[config.mk]
export PLATFORM = sky130hd
export DESIGN_NAME = per_peer_aimd_token_bucket
export DESIGN_NICKNAME = d
export VERILOG_FILES = /design/src/rtl/core/paimd_pkg.sv /design/src/rtl/core/paimd_ctrl.sv /design/src/rtl/core/paimd_dp.sv /design/src/rtl/core/per_peer_aimd_token_bucket.sv
export SDC_FILE = /design/constraint.sdc
export NUM_CORES = 2
export LEC_CHECK = 0
export ABC_CLOCK_PERIOD_IN_PS = 19250
export BUFFER_PORTS_ARGS = -buffer_cell sky130_fd_sc_hd__buf_2
export CAP_MARGIN = 25
export CORE_MARGIN = 2
export CORE_UTILIZATION = 60
export CTS_CLUSTER_DIAMETER = 30
export CTS_CLUSTER_SIZE = 20
export DETAILED_ROUTE_END_ITERATION = 8
export PLACE_DENSITY = 0.73
export SLEW_MARGIN = 20
export SYNTH_ARGS = -nofsm -noshare
export SYNTH_HDL_FRONTEND = slang
export SYNTH_SLANG_ARGS = --single-unit
[constraint.sdc]
create_clock -name clk -period 19.25 [get_ports clk]
set_input_delay 2.8875 -clock clk [delete_from_list [all_inputs] [get_ports clk]]
set_output_delay 2.8875 -clock clk [all_outputs]
set_load 0.01 [all_outputs]
[src/rtl/core/paimd_pkg.sv]
// ----------------------------------------------------------------------------
// paimd_pkg
// Shared types and constants of the per-peer AIMD token bucket block.
// ----------------------------------------------------------------------------
package paimd_pkg;

  localparam int unsigned RATE_W = 16;
  localparam int unsigned SEQ_W  = 32;
  localparam int unsigned FAD_W  = 33;

  localparam logic [RATE_W-1:0] TOKEN_ONE = 16'd256;
  localparam logic [FAD_W-1:0]  NONE_MARK = {FAD_W{1'b1}};

  localparam logic [2:0] REG_MIN_RATE  = 3'd0;
  localparam logic [2:0] REG_MAX_RATE  = 3'd1;
  localparam logic [2:0] REG_DEC_FACT  = 3'd2;
  localparam logic [2:0] REG_INC_STEP  = 3'd3;
  localparam logic [2:0] REG_INIT_RATE = 3'd4;
  localparam logic [2:0] REG_LEADER    = 3'd5;

  localparam logic [1:0] KIND_NONE = 2'd0;
  localparam logic [1:0] KIND_INC  = 2'd1;
  localparam logic [1:0] KIND_DEC  = 2'd2;

  // Commands from the controller to the datapath.
  typedef struct packed {
    logic capture;   // latch input item and read the table entry
    logic div_start; // start the increase divider
    logic div_step;  // one radix-2 step of the divider
    logic commit;    // write back the entry and load the result register
  } paimd_cmd_t;

  // Status from the datapath to the controller.
  typedef struct packed {
    logic need_div; // the item is an additive increase with a nonzero rate
  } paimd_sts_t;

endpackage

[src/rtl/core/paimd_ctrl.sv]
// ----------------------------------------------------------------------------
// paimd_ctrl
// Sequencer: capture, read, optional 32-step division, commit, output hold.
// ----------------------------------------------------------------------------
module paimd_ctrl (
  input  logic                 clk,
  input  logic                 rst_n,
  input  logic                 in_valid,
  output logic                 in_ready,
  output logic                 out_valid,
  input  logic                 out_ready,
  input  paimd_pkg::paimd_sts_t sts,
  output paimd_pkg::paimd_cmd_t cmd
);
  import paimd_pkg::*;

  typedef enum logic [1:0] {S_IDLE, S_EVAL, S_DIV, S_DONE} state_t;

  state_t     state_r, state_nxt;
  logic [4:0] cnt_r, cnt_nxt;
  logic       ov_r, ov_nxt;

  // A new item may enter only when no result waits or the waiting result is
  // taken in the same cycle.
  assign in_ready  = (state_r == S_IDLE) && (!ov_r || out_ready);
  assign out_valid = ov_r;

  always_comb begin
    state_nxt = state_r;
    cnt_nxt   = cnt_r;
    ov_nxt    = ov_r;
    cmd       = '0;
    if (ov_r && out_ready) begin
      ov_nxt = 1'b0;
    end
    unique case (state_r)
      S_IDLE: begin
        if (in_valid && in_ready) begin
          cmd.capture = 1'b1;
          state_nxt   = S_EVAL;
        end
      end
      S_EVAL: begin
        if (sts.need_div) begin
          cmd.div_start = 1'b1;
          cnt_nxt       = 5'd31;
          state_nxt     = S_DIV;
        end else begin
          state_nxt = S_DONE;
        end
      end
      S_DIV: begin
        cmd.div_step = 1'b1;
        cnt_nxt      = cnt_r - 5'd1;
        if (cnt_r == 5'd0) begin
          state_nxt = S_DONE;
        end
      end
      S_DONE: begin
        if (!ov_r || out_ready) begin
          cmd.commit = 1'b1;
          ov_nxt     = 1'b1;
          state_nxt  = S_IDLE;
        end
      end
      default: state_nxt = S_IDLE;
    endcase
  end

  always_ff @(posedge clk) begin
    if (!rst_n) begin
      state_r <= S_IDLE;
      cnt_r   <= '0;
      ov_r    <= 1'b0;
    end else begin
      state_r <= state_nxt;
      cnt_r   <= cnt_nxt;
      ov_r    <= ov_nxt;
    end
  end

endmodule

[src/rtl/core/paimd_dp.sv]
// ----------------------------------------------------------------------------
// paimd_dp
// Peer table, configuration registers, serial divider and result register.
// ----------------------------------------------------------------------------
module paimd_dp #(
  parameter int unsigned PEERS = 16
) (
  input  logic                  clk,
  input  logic                  rst_n,
  input  logic                  cfg_we,
  input  logic [2:0]            cfg_index,
  input  logic [15:0]           cfg_data,
  input  logic                  in_mode,
  input  logic [3:0]            in_peer,
  input  logic [31:0]           in_message_id,
  input  logic [31:0]           in_ack_sequence,
  output logic                  out_forwarded,
  output logic [31:0]           out_assigned_sequence,
  output logic [1:0]            out_update_kind,
  output logic [15:0]           out_peer_rate,
  input  paimd_pkg::paimd_cmd_t cmd,
  output paimd_pkg::paimd_sts_t sts
);
  import paimd_pkg::*;

  localparam int unsigned IDX_W = (PEERS > 1) ? $clog2(PEERS) : 1;

  // Configuration registers.
  logic [15:0] min_rate_r, max_rate_r, inc_step_r, init_rate_r;
  logic [7:0]  dec_fact_r;
  logic [3:0]  leader_r;

  always_ff @(posedge clk) begin
    if (!rst_n) begin
      min_rate_r  <= 16'd64;
      max_rate_r  <= 16'd1024;
      dec_fact_r  <= 8'd128;
      inc_step_r  <= 16'd64;
      init_rate_r <= 16'd256;
      leader_r    <= 4'd0;
    end else if (cfg_we) begin
      unique case (cfg_index)
        REG_MIN_RATE:  min_rate_r  <= cfg_data;
        REG_MAX_RATE:  max_rate_r  <= cfg_data;
        REG_DEC_FACT:  dec_fact_r  <= cfg_data[7:0];
        REG_INC_STEP:  inc_step_r  <= cfg_data;
        REG_INIT_RATE: init_rate_r <= cfg_data;
        REG_LEADER:    leader_r    <= cfg_data[3:0];
        default: ;
      endcase
    end
  end

  // Per-peer table; touched bits reset, the rest is loaded on first use.
  logic [PEERS-1:0] touched_r;
  logic [15:0] rate_m   [PEERS];
  logic [15:0] bucket_m [PEERS];
  logic [31:0] nseq_m   [PEERS];
  logic [31:0] lack_m   [PEERS];
  logic        acked_m  [PEERS];
  logic        mayd_m   [PEERS];
  logic [32:0] fad_m    [PEERS];

  // Captured item and entry.
  logic        mode_r, valid_peer_r, leader_r2, touched_q;
  logic [IDX_W-1:0] idx_r;
  logic [31:0] mid_r, aseq_r;
  logic [15:0] rate_q, bucket_q;
  logic [31:0] nseq_q, lack_q;
  logic        acked_q, mayd_q;
  logic [32:0] fad_q;

  logic in_range;
  logic [IDX_W-1:0] peer_idx;
  assign in_range = ({28'd0, in_peer} < 32'(PEERS));
  assign peer_idx = IDX_W'(in_peer);

  always_ff @(posedge clk) begin
    if (cmd.capture) begin
      mode_r       <= in_mode;
      idx_r        <= peer_idx;
      mid_r        <= in_message_id;
      aseq_r       <= in_ack_sequence;
      valid_peer_r <= in_range;
      leader_r2    <= (in_peer == leader_r);
      touched_q    <= touched_r[peer_idx];
      rate_q       <= rate_m[peer_idx];
      bucket_q     <= bucket_m[peer_idx];
      nseq_q       <= nseq_m[peer_idx];
      lack_q       <= lack_m[peer_idx];
      acked_q      <= acked_m[peer_idx];
      mayd_q       <= mayd_m[peer_idx];
      fad_q        <= fad_m[peer_idx];
    end
  end

  // Effective entry after a first-use load.
  logic [15:0] e_rate, e_bucket;
  logic [31:0] e_nseq, e_lack;
  logic        e_acked, e_mayd;
  logic [32:0] e_fad;
  always_comb begin
    if (touched_q) begin
      e_rate = rate_q; e_bucket = bucket_q; e_nseq = nseq_q; e_lack = lack_q;
      e_acked = acked_q; e_mayd = mayd_q; e_fad = fad_q;
    end else begin
      e_rate = init_rate_r; e_bucket = init_rate_r; e_nseq = '0; e_lack = '0;
      e_acked = 1'b0; e_mayd = 1'b1; e_fad = NONE_MARK;
    end
  end

  logic gap, arm, is_inc;
  assign gap    = {1'b0, aseq_r} > ({1'b0, e_lack} + 33'd1);
  assign arm    = (e_fad == NONE_MARK) || ({1'b0, mid_r} > e_fad);
  assign is_inc = mode_r && valid_peer_r && e_acked && !gap;
  assign sts.need_div = is_inc && (e_rate != 16'd0);

  // Restoring divider: increase_step*min_rate (32 bits) over rate.
  logic [31:0] quo_r;
  logic [16:0] rem_r;
  logic [16:0] rem_sh;
  logic [17:0] rem_try;
  assign rem_sh  = {rem_r[15:0], quo_r[31]};
  assign rem_try = {1'b0, rem_sh} - {2'b00, e_rate};

  always_ff @(posedge clk) begin
    if (cmd.div_start) begin
      quo_r <= {16'd0, inc_step_r} * {16'd0, min_rate_r};
      rem_r <= '0;
    end else if (cmd.div_step) begin
      if (!rem_try[17]) begin
        rem_r <= rem_try[16:0];
        quo_r <= {quo_r[30:0], 1'b1};
      end else begin
        rem_r <= rem_sh;
        quo_r <= {quo_r[30:0], 1'b0};
      end
    end
  end

  // Decrease product.
  logic [23:0] dprod;
  logic [15:0] dec_rate;
  assign dprod    = {8'd0, e_rate} * {16'd0, dec_fact_r};
  assign dec_rate = (dprod[23:8] < min_rate_r) ? min_rate_r : dprod[23:8];

  logic [32:0] inc_sum;
  logic [15:0] inc_rate;
  assign inc_sum  = (e_rate == 16'd0) ? 33'd65535 : ({17'd0, e_rate} + {1'b0, quo_r});
  assign inc_rate = (inc_sum > {17'd0, max_rate_r}) ? max_rate_r : inc_sum[15:0];

  // Send path.
  logic        has_tok;
  logic [15:0] b_left;
  logic [16:0] b_sum;
  assign has_tok = (e_bucket >= TOKEN_ONE);
  assign b_left  = has_tok ? (e_bucket - TOKEN_ONE) : e_bucket;
  assign b_sum   = {1'b0, b_left} + {1'b0, e_rate};

  logic        do_write;
  logic        w_fwd;
  logic [1:0]  w_kind;
  logic [15:0] w_rate, w_bucket;
  logic [31:0] w_nseq, w_lack, w_seq;
  logic        w_acked, w_mayd;
  logic [32:0] w_fad;
  logic        m2;

  always_comb begin
    do_write = 1'b0; w_fwd = 1'b0; w_kind = KIND_NONE; w_seq = '0;
    w_rate = e_rate; w_bucket = e_bucket; w_nseq = e_nseq; w_lack = e_lack;
    w_acked = e_acked; w_mayd = e_mayd; w_fad = e_fad; m2 = e_mayd;
    if (valid_peer_r) begin
      if (!mode_r) begin
        if (!leader_r2) begin
          do_write = 1'b1;
          if (has_tok) begin
            w_fwd  = 1'b1;
            w_seq  = e_nseq;
            w_nseq = e_nseq + 32'd1;
            if (e_fad == NONE_MARK) w_fad = {1'b0, mid_r};
          end
          w_bucket = b_sum[16] ? 16'hFFFF : b_sum[15:0];
        end
      end else begin
        do_write = 1'b1;
        if (e_acked) begin
          if (arm) m2 = 1'b1;
          w_mayd = m2;
          if (gap) begin
            if (m2) begin
              w_rate = dec_rate; w_mayd = 1'b0; w_fad = NONE_MARK;
              w_kind = KIND_DEC;
            end
          end else begin
            w_rate = inc_rate; w_kind = KIND_INC;
          end
        end
        w_lack  = aseq_r;
        w_acked = 1'b1;
      end
    end
  end

  always_ff @(posedge clk) begin
    if (cmd.commit && do_write) begin
      rate_m[idx_r]   <= w_rate;
      bucket_m[idx_r] <= w_bucket;
      nseq_m[idx_r]   <= w_nseq;
      lack_m[idx_r]   <= w_lack;
      acked_m[idx_r]  <= w_acked;
      mayd_m[idx_r]   <= w_mayd;
      fad_m[idx_r]    <= w_fad;
    end
  end

  always_ff @(posedge clk) begin
    if (!rst_n) begin
      touched_r <= '0;
    end else if (cmd.commit && do_write) begin
      touched_r[idx_r] <= 1'b1;
    end
  end

  always_ff @(posedge clk) begin
    if (cmd.commit) begin
      out_forwarded         <= w_fwd;
      out_assigned_sequence <= w_seq;
      out_update_kind       <= w_kind;
      out_peer_rate         <= valid_peer_r ? w_rate : 16'd0;
    end
  end

endmodule

[src/rtl/core/per_peer_aimd_token_bucket.sv]
// ----------------------------------------------------------------------------
// per_peer_aimd_token_bucket
// Per-peer AIMD rate control with Q8.8 token buckets.
// ----------------------------------------------------------------------------
// Usage: an item on the in_ channel is either a send attempt (mode 0) or an
// acknowledgement (mode 1) for one peer. Each accepted transaction produces
// exactly one transaction on the out_ channel, in order. Both channels use
// valid/ready handshakes.
// Processing: a send or an acknowledgement that is no additive increase
// passes through capture, evaluation and commit to out_valid; an additive
// increase with a nonzero rate also divides the increase step times min_rate
// by the rate with a restoring divider that retires one quotient bit per cycle.
// One item is in flight at a time; no new item is accepted before it commits.
// Reset clears the configuration to its defaults and marks every peer entry
// untouched; an untouched entry is loaded from initial_rate on first use.
// When the receiver stalls, the result stays in the output register and no
// next item is accepted until the old result is being taken.
// Configuration is written through cfg_we/cfg_index/cfg_data when idle; the
// user must keep to this, the block itself does not enforce it.
// ----------------------------------------------------------------------------
module per_peer_aimd_token_bucket #(
  parameter int unsigned PEERS = 16
) (
  input  logic        clk,
  input  logic        rst_n,
  input  logic        cfg_we,
  input  logic [2:0]  cfg_index,
  input  logic [15:0] cfg_data,
  input  logic        in_valid,
  output logic        in_ready,
  input  logic        in_mode,
  input  logic [3:0]  in_peer,
  input  logic [31:0] in_message_id,
  input  logic [31:0] in_ack_sequence,
  output logic        out_valid,
  input  logic        out_ready,
  output logic        out_forwarded,
  output logic [31:0] out_assigned_sequence,
  output logic [1:0]  out_update_kind,
  output logic [15:0] out_peer_rate
);
  import paimd_pkg::*;

  paimd_cmd_t cmd;
  paimd_sts_t sts;

  paimd_ctrl u_ctrl (
    .clk      (clk),
    .rst_n    (rst_n),
    .in_valid (in_valid),
    .in_ready (in_ready),
    .out_valid(out_valid),
    .out_ready(out_ready),
    .sts      (sts),
    .cmd      (cmd)
  );

  paimd_dp #(.PEERS(PEERS)) u_dp (
    .clk                  (clk),
    .rst_n                (rst_n),
    .cfg_we               (cfg_we),
    .cfg_index            (cfg_index),
    .cfg_data             (cfg_data),
    .in_mode              (in_mode),
    .in_peer              (in_peer),
    .in_message_id        (in_message_id),
    .in_ack_sequence      (in_ack_sequence),
    .out_forwarded        (out_forwarded),
    .out_assigned_sequence(out_assigned_sequence),
    .out_update_kind      (out_update_kind),
    .out_peer_rate        (out_peer_rate),
    .cmd                  (cmd),
    .sts                  (sts)
  );

endmodule

# After elaboration in Yosys (flattened, before gate mapping)

Memory sizes are Yosys's and may differ from the RTL's. A register that Yosys moved wholly into a read port is not among the register bits.
Index checks and enable logic that the tools add are counted.

Muxes and demuxes: 68
$add $sub $neg: 7
Reductions and logical operators: 31
Eq/ne operators: 14
Bitwise operators: 2
Order comparisons: 8
Multipliers: 2

Operators with widths:

| cell                                                 | number |
|---|---|
| two-way mux 33 bit                                   | 9 |
| two-way mux 32 bit                                   | 8 |
| two-way mux 16 bit                                   | 13 |
| greater-than comparator 32 x 33 -> 1 bit             | 2 |
| adder 16 x 32 -> 33 bit                              | 1 |
| adder 32 x 1 -> 33 bit, second input constant        | 1 |
| == test 33 bit, second input constant                | 1 |
| greater-than comparator 33 x 16 -> 1 bit             | 1 |
| adder 32 x 1 -> 32 bit, second input constant        | 1 |
| multiplier 16 x 16 -> 32 bit                         | 1 |
| two-way mux 1 bit                                    | 29 |
| multiplier 16 x 8 -> 24 bit                          | 1 |
| subtractor 17 x 16 -> 18 bit                         | 1 |
| adder 16 x 16 -> 17 bit                              | 1 |
| >= comparator 16 x 9 -> 1 bit, second input constant | 1 |
| logical NOT 16 bit                                   | 1 |
| < comparator 16 bit                                  | 1 |
| OR 16 bit                                            | 1 |
| AND reduction 2 bit                                  | 8 |
| nonzero test 16 bit                                  | 1 |
| subtractor 16 x 9 -> 16 bit, second input constant   | 1 |
| < comparator 4 x 5 -> 1 bit, second input constant   | 2 |
| one-hot mux 5 bit (2 select lines)                   | 1 |
| logical AND 1 bit                                    | 8 |
| other kinds (25)                                     | 37 |

Memories: 7
Memory bits (writable): 2,096
Register bits after elaboration: 270
Output and inout bits: 53

Memories:

| name          | words | width | read ports | clocked after Yosys merged registers in | wr ports | line           | RTL |
|---|---|---|---|---|---|---|---|
| u_dp.fad_m    | 16    | 33    | 1          | 1                                       | 1        | paimd_dp.sv:62 | `logic [32:0] fad_m [PEERS];` |
| u_dp.lack_m   | 16    | 32    | 1          | 1                                       | 1        | paimd_dp.sv:59 | `logic [31:0] lack_m [PEERS];` |
| u_dp.nseq_m   | 16    | 32    | 1          | 1                                       | 1        | paimd_dp.sv:58 | `logic [31:0] nseq_m [PEERS];` |
| u_dp.bucket_m | 16    | 16    | 1          | 1                                       | 1        | paimd_dp.sv:57 | `logic [15:0] bucket_m [PEERS];` |
| u_dp.rate_m   | 16    | 16    | 1          | 1                                       | 1        | paimd_dp.sv:56 | `logic [15:0] rate_m [PEERS];` |
| u_dp.acked_m  | 16    | 1     | 1          | 1                                       | 1        | paimd_dp.sv:60 | `logic acked_m [PEERS];` |
| +1 memories   | -     | -     | -          | -                                       | -        | -              |  |

# Logic depth before layout (Yosys ltp)

Depth after elaboration: 10
Mapped depth: 38

# Modules after synthesis

From an unflattened synthesis, not the netlist that was laid out.

Cell total of the unflattened synthesis: 6,586
Area, all modules: 112,845.7 µm²

Modules (own cells, without submodules):

| module     | area an instance (µm²) | instances | cells each |
|---|---|---|---|
| paimd_dp   | 112,360.3              | 1         | 6,529 |
| paimd_ctrl | 485.5                  | 1         | 57 |

# Worst setup path after synthesis

OpenSTA, ideal clock, no wires.

Kind: input-to-reg
From: input port out_ready
To: memory u_dp.acked_m[0] (enable)
Path buffers: 0
Setup time: 0.784 ns
Data required time: 18.466 ns
Path slack: 4.650 ns
Arrival: 13.816 ns
Cell stages on the path: 5
Cell sequence: nand2b_1 -> and2_1 -> nand2_1 -> or3_1 -> nor3_1

RTL lines:

| item            | line                             | RTL |
|---|---|---|
| start, declared | per_peer_aimd_token_bucket.sv:36 | `input logic out_ready,` |
| end, declared   | paimd_dp.sv:60                   |  |

# Worst setup path in the final report

From: register u_dp.touched_q
To: register u_dp.out_peer_rate[2] (data pin)

Cells in the longest elaborated chain, start to end: 10
Elaborated cells on any way between the ends: 25
Those cells by class: add/sub: 2; mul: 1; order compare: 4; eq/ne: 1; mux: 15; reduce/logical: 2

Ends and longest elaborated chain:

| item                                                                                | line            | RTL |
|---|---|---|
| start, declared                                                                     | paimd_dp.sv:65  | `logic mode_r, valid_peer_r, leader_r2, touched_q;` |
| start signal, assigned                                                              | paimd_dp.sv:86  | `touched_q <= touched_r[peer_idx];` |
| parallel branches: the longest is 9 deep, another holds multiplier 16 x 8 -> 24 bit | -               |  |
| two-way mux 16 bit *                                                                | paimd_dp.sv:174 | `if (!mode_r) begin` |
| net u_dp.w_rate[2]                                                                  | paimd_dp.sv:163 | `logic [15:0] w_rate, w_bucket;` |
| end signal, assigned                                                                | paimd_dp.sv:230 | `out_peer_rate <= valid_peer_r ? w_rate : 16'd0;` |
| end, declared                                                                       | paimd_dp.sv:20  | `output logic [15:0] out_peer_rate,` |

Mark *: on every way through the listed nets, which the timed path passes. The select of a mux whose other input is x is not followed.
A chain may end at the register's enable or synchronous reset.

==> results.ini <==
[status]
status = finished clean

[global_routing]
grt_max_degree = 111
grtUsageTotal_pct = 31.5
grt_pass1_wl_mm = 443
busiest_layer = met2
grt_antenna_before_repair = 6
grt_pass1_vias = 67700
grt_overflow = 0
met2_usage_pct = 51.6
met1_usage_pct = 43.0
grt.met3_usage_pct = 5.05

[route]
drt-total-wl_mm = 299
first_pass_iters = 8
antenna_left = 0
viasPerCell = 6.51
vias = 65000
wl_per_cell_um = 30.0
drt-initial-drc-count = 7593
drcViolationCount = 0

[die]
coreArea_um2 = 188000
start_util_pct = 60.3
die_w_um = 438
rows = 159
ioPinCount = 146
die_y_um = 438
die-area_um2 = 192000

[clock_network]
clk_latency_ns = 1.00
cts_sinks = 2497
cts_made_buffers = 435
htreeDepth = 5
cts_setup_buffers = 0
hold_buffers = 0
cts_resized = 0
clock_path_buffers = 4
cts-root-buf = clkbuf_16
clk_pin_slew_ns = 0.05
cts_tree = done

[yosys]
ys.flop_type = edfxtp_1
netlist_area_um2 = 113000
synth_fa_ha_area_share_pct = 8.25
yosysSeqAreaShare_pct = 65.3
syn_inst = 6666
synthMuxAreaShare_pct = 13.2
yosysTopAreaCellShare_pct = 63.2
synth_xor_area_share_pct = 1.19
yosysMostFrequentCell = edfxtp_1
syn_avg_cell_area_um2 = 17.0
yosysTopAreaCell = edfxtp_1
synth_top_family_by_area = multiplexers
synthTopCellsByArea = edfxtp_1 (63%), mux4_2 (13%), fa_1 (5.0%), ha_1 (3.3%), dfxtp_1 (2.1%)
synth-async-reset-ratio_pct = 0
ys_ff_latch = 2497
synth_compound_area_share_pct = 3.86
ys_warn_count = 0
syn-num-nets = 7337
synth.distinct_cells = 87
yosys.area_share.simple_pct = 5.76
ys_top_cells_by_count = edfxtp_1 (2,381), mux4_2 (631), nand2_1 (571)
synth_edf_count = 2381

[timing]
min_period_ns = 10.03
setup_violations = 0
hold_viol = 0
max_clock_freq_mhz = 99.7
tightest_slew_ns = 1.09
rsz0062_at_grt = false
fin_crit_sh_pct = 52.1
slew_headroom_pct = 26.7
skew_ns = 0.0760
setup_tns_ns = 0
slew_violations = 0

[cells_and_area]
nNetsFinal = 7806
n_fill_cell = 11200
area_growth_syn_to_layout_pct = 17.1
fin_cells = 9981
drive_above_1_share_pct = 23.6

[place]
post-place-cells = 9178
io_buffers = 145
globalplace.congestion = 0.935
dp_hpwl_mm = 161

[worst_setup_path]
end_kind = flip-flop
slowest_stage = a211o_1
crit_arrival_ns = 10.65
setup.worst_path.end = u_dp.out_peer_rate[2]
slowest_delay_ns = 0.78
worstRegToRegCells = 34
critPathLaunch = u_dp.touched_q
path_max_fanout = 48
timing.rr.start = u_dp.touched_q
crit_type = reg -> reg
r2r_slack_ns = 9.22
worstPathRequired_ns = 19.87
reg2reg_to = u_dp.out_peer_rate[2]
cp-start-kind = flip-flop

[job]
cap_violations = 0

[pwr]
power.density_nw_per_um2 = 126
ir_drop_mv = 0.149
p_leak_nw = 46.7
power_mw = 16.7

[worst_hold_path]
hold_path_class = reg -> reg

[stage by stage]
stage / hold WS (ns) / setup slack (ns) / cell area (um^2) / util (%)
final: 0.469 / 9.22 / 132000 / 70.6
after global routing: 0.482 / 8.62 / 132000 / 70.6
after CTS: 0.467 / 9.30 / 132000 / 70.5
after detailed placement: 0.450 / 9.28 / 117000 / 62.6
after global placement: 0.441 / 9.32 / 117000 / 62.6
after floorplan: 0.433 / 4.65 / 113000 / -
[state kept, by name, summed over array words and instances, names as in the netlist, 8 cells and up]
register / cells
u_dp.fad_m: 528
u_dp.lack_m: 512
u_dp.nseq_m: 512
u_dp.bucket_m: 256
u_dp.rate_m: 256
u_dp.fad_q: 33
u_dp.aseq_r: 32
u_dp.lack_q: 32
u_dp.mid_r: 32
u_dp.nseq_q: 32
u_dp.out_assigned_sequence: 32
u_dp.quo_r: 32
u_dp.acked_m: 16
u_dp.bucket_q: 16
u_dp.inc_step_r: 16
u_dp.init_rate_r: 16
u_dp.max_rate_r: 16
u_dp.mayd_m: 16
u_dp.min_rate_r: 16
u_dp.out_peer_rate: 16
u_dp.rate_q: 16
u_dp.rem_r: 16
u_dp.touched_r: 16
u_dp.dec_fact_r: 8
[per-layer routing]
metal / share of wire (%) / up-vias
met5: 0.0067 / -
li1: - / 26700
met4: 3.9 / 4
met2: 50 / 3850
met3: 8.6 / 741
met1: 38 / 33700
[worst max-delay path, delay by kind of cell, from the launching register on]
family	cells	cell delay, ns
adder cells (fa/ha/maj)	6	2.56
AO/OA/AOI/OAI	12	4.18
AND/OR/NAND/NOR	9	1.24
buffers and inverters	6	1.26
XOR/XNOR	1	0.08
flip-flops	1	0.36
[area by class of cell]
cell class / count / area, um^2 / share of cell area, %
inverter: 407 / 1530 / 1.15
antenna: 5 / 12.5 / 0.00945
clock buffer: 488 / 11300 / 8.55
multi-input combinational: 3457 / 36900 / 27.8
tap: 2495 / 3120 / 2.36
clock inverter: 295 / 3430 / 2.59
sequential: 2497 / 73800 / 55.7
timing repair buffer: 337 / 2340 / 1.77
[logic make-up after synthesis]
family          Yosys count
compound gates          663
xor+xnor                154
fa+ha+maj               578
buf+inv                 712
flops                  2497
mux                     705
simple gates           1357
[worst min path at each step]
| stage | from | to | slack, ns | cells past startpoint |
|---|---|---|---|---|
| 3_5_place_dp | u_dp.touched_r[11] | u_dp.touched_r[11] | 0.45 | 1 |
| 3_3_place_gp | u_dp.touched_r[11] | u_dp.touched_r[11] | 0.44 | 1 |
| 6_report | u_dp.touched_r[12] | u_dp.touched_r[12] | 0.47 | 1 |
| 4_1_cts | u_dp.touched_r[12] | u_dp.touched_r[12] | 0.47 | 1 |
| 2_1_floorplan | u_dp.init_rate_r[8] | u_dp.init_rate_r[8] | 0.43 | 2 |
| 5_1_grt | u_dp.touched_r[15] | u_dp.touched_r[15] | 0.48 | 1 |
[layout by cell type (no fill, tap or decap), drive strengths merged, types with 136 or more instances in the layout]
master / instances
inv: 437
nor2: 210
a21oi: 156
clkinv: 157
o21ai: 137
ha: 298
fa: 280
mux4: 631
and2: 144
nand2: 573
nor2b: 136
edfxtp: 2381
buf: 328
clkbuf: 497
[power by group]
part	switching, mW	leakage, nW	internal [mW]
Combinational	1.46	17.1	0.719
Sequential	0.171	22.6	6.58
Clock	2.68	7.11	5.07
Total	4.31	46.7	12.4
Power figures use the tool's default switching activity.
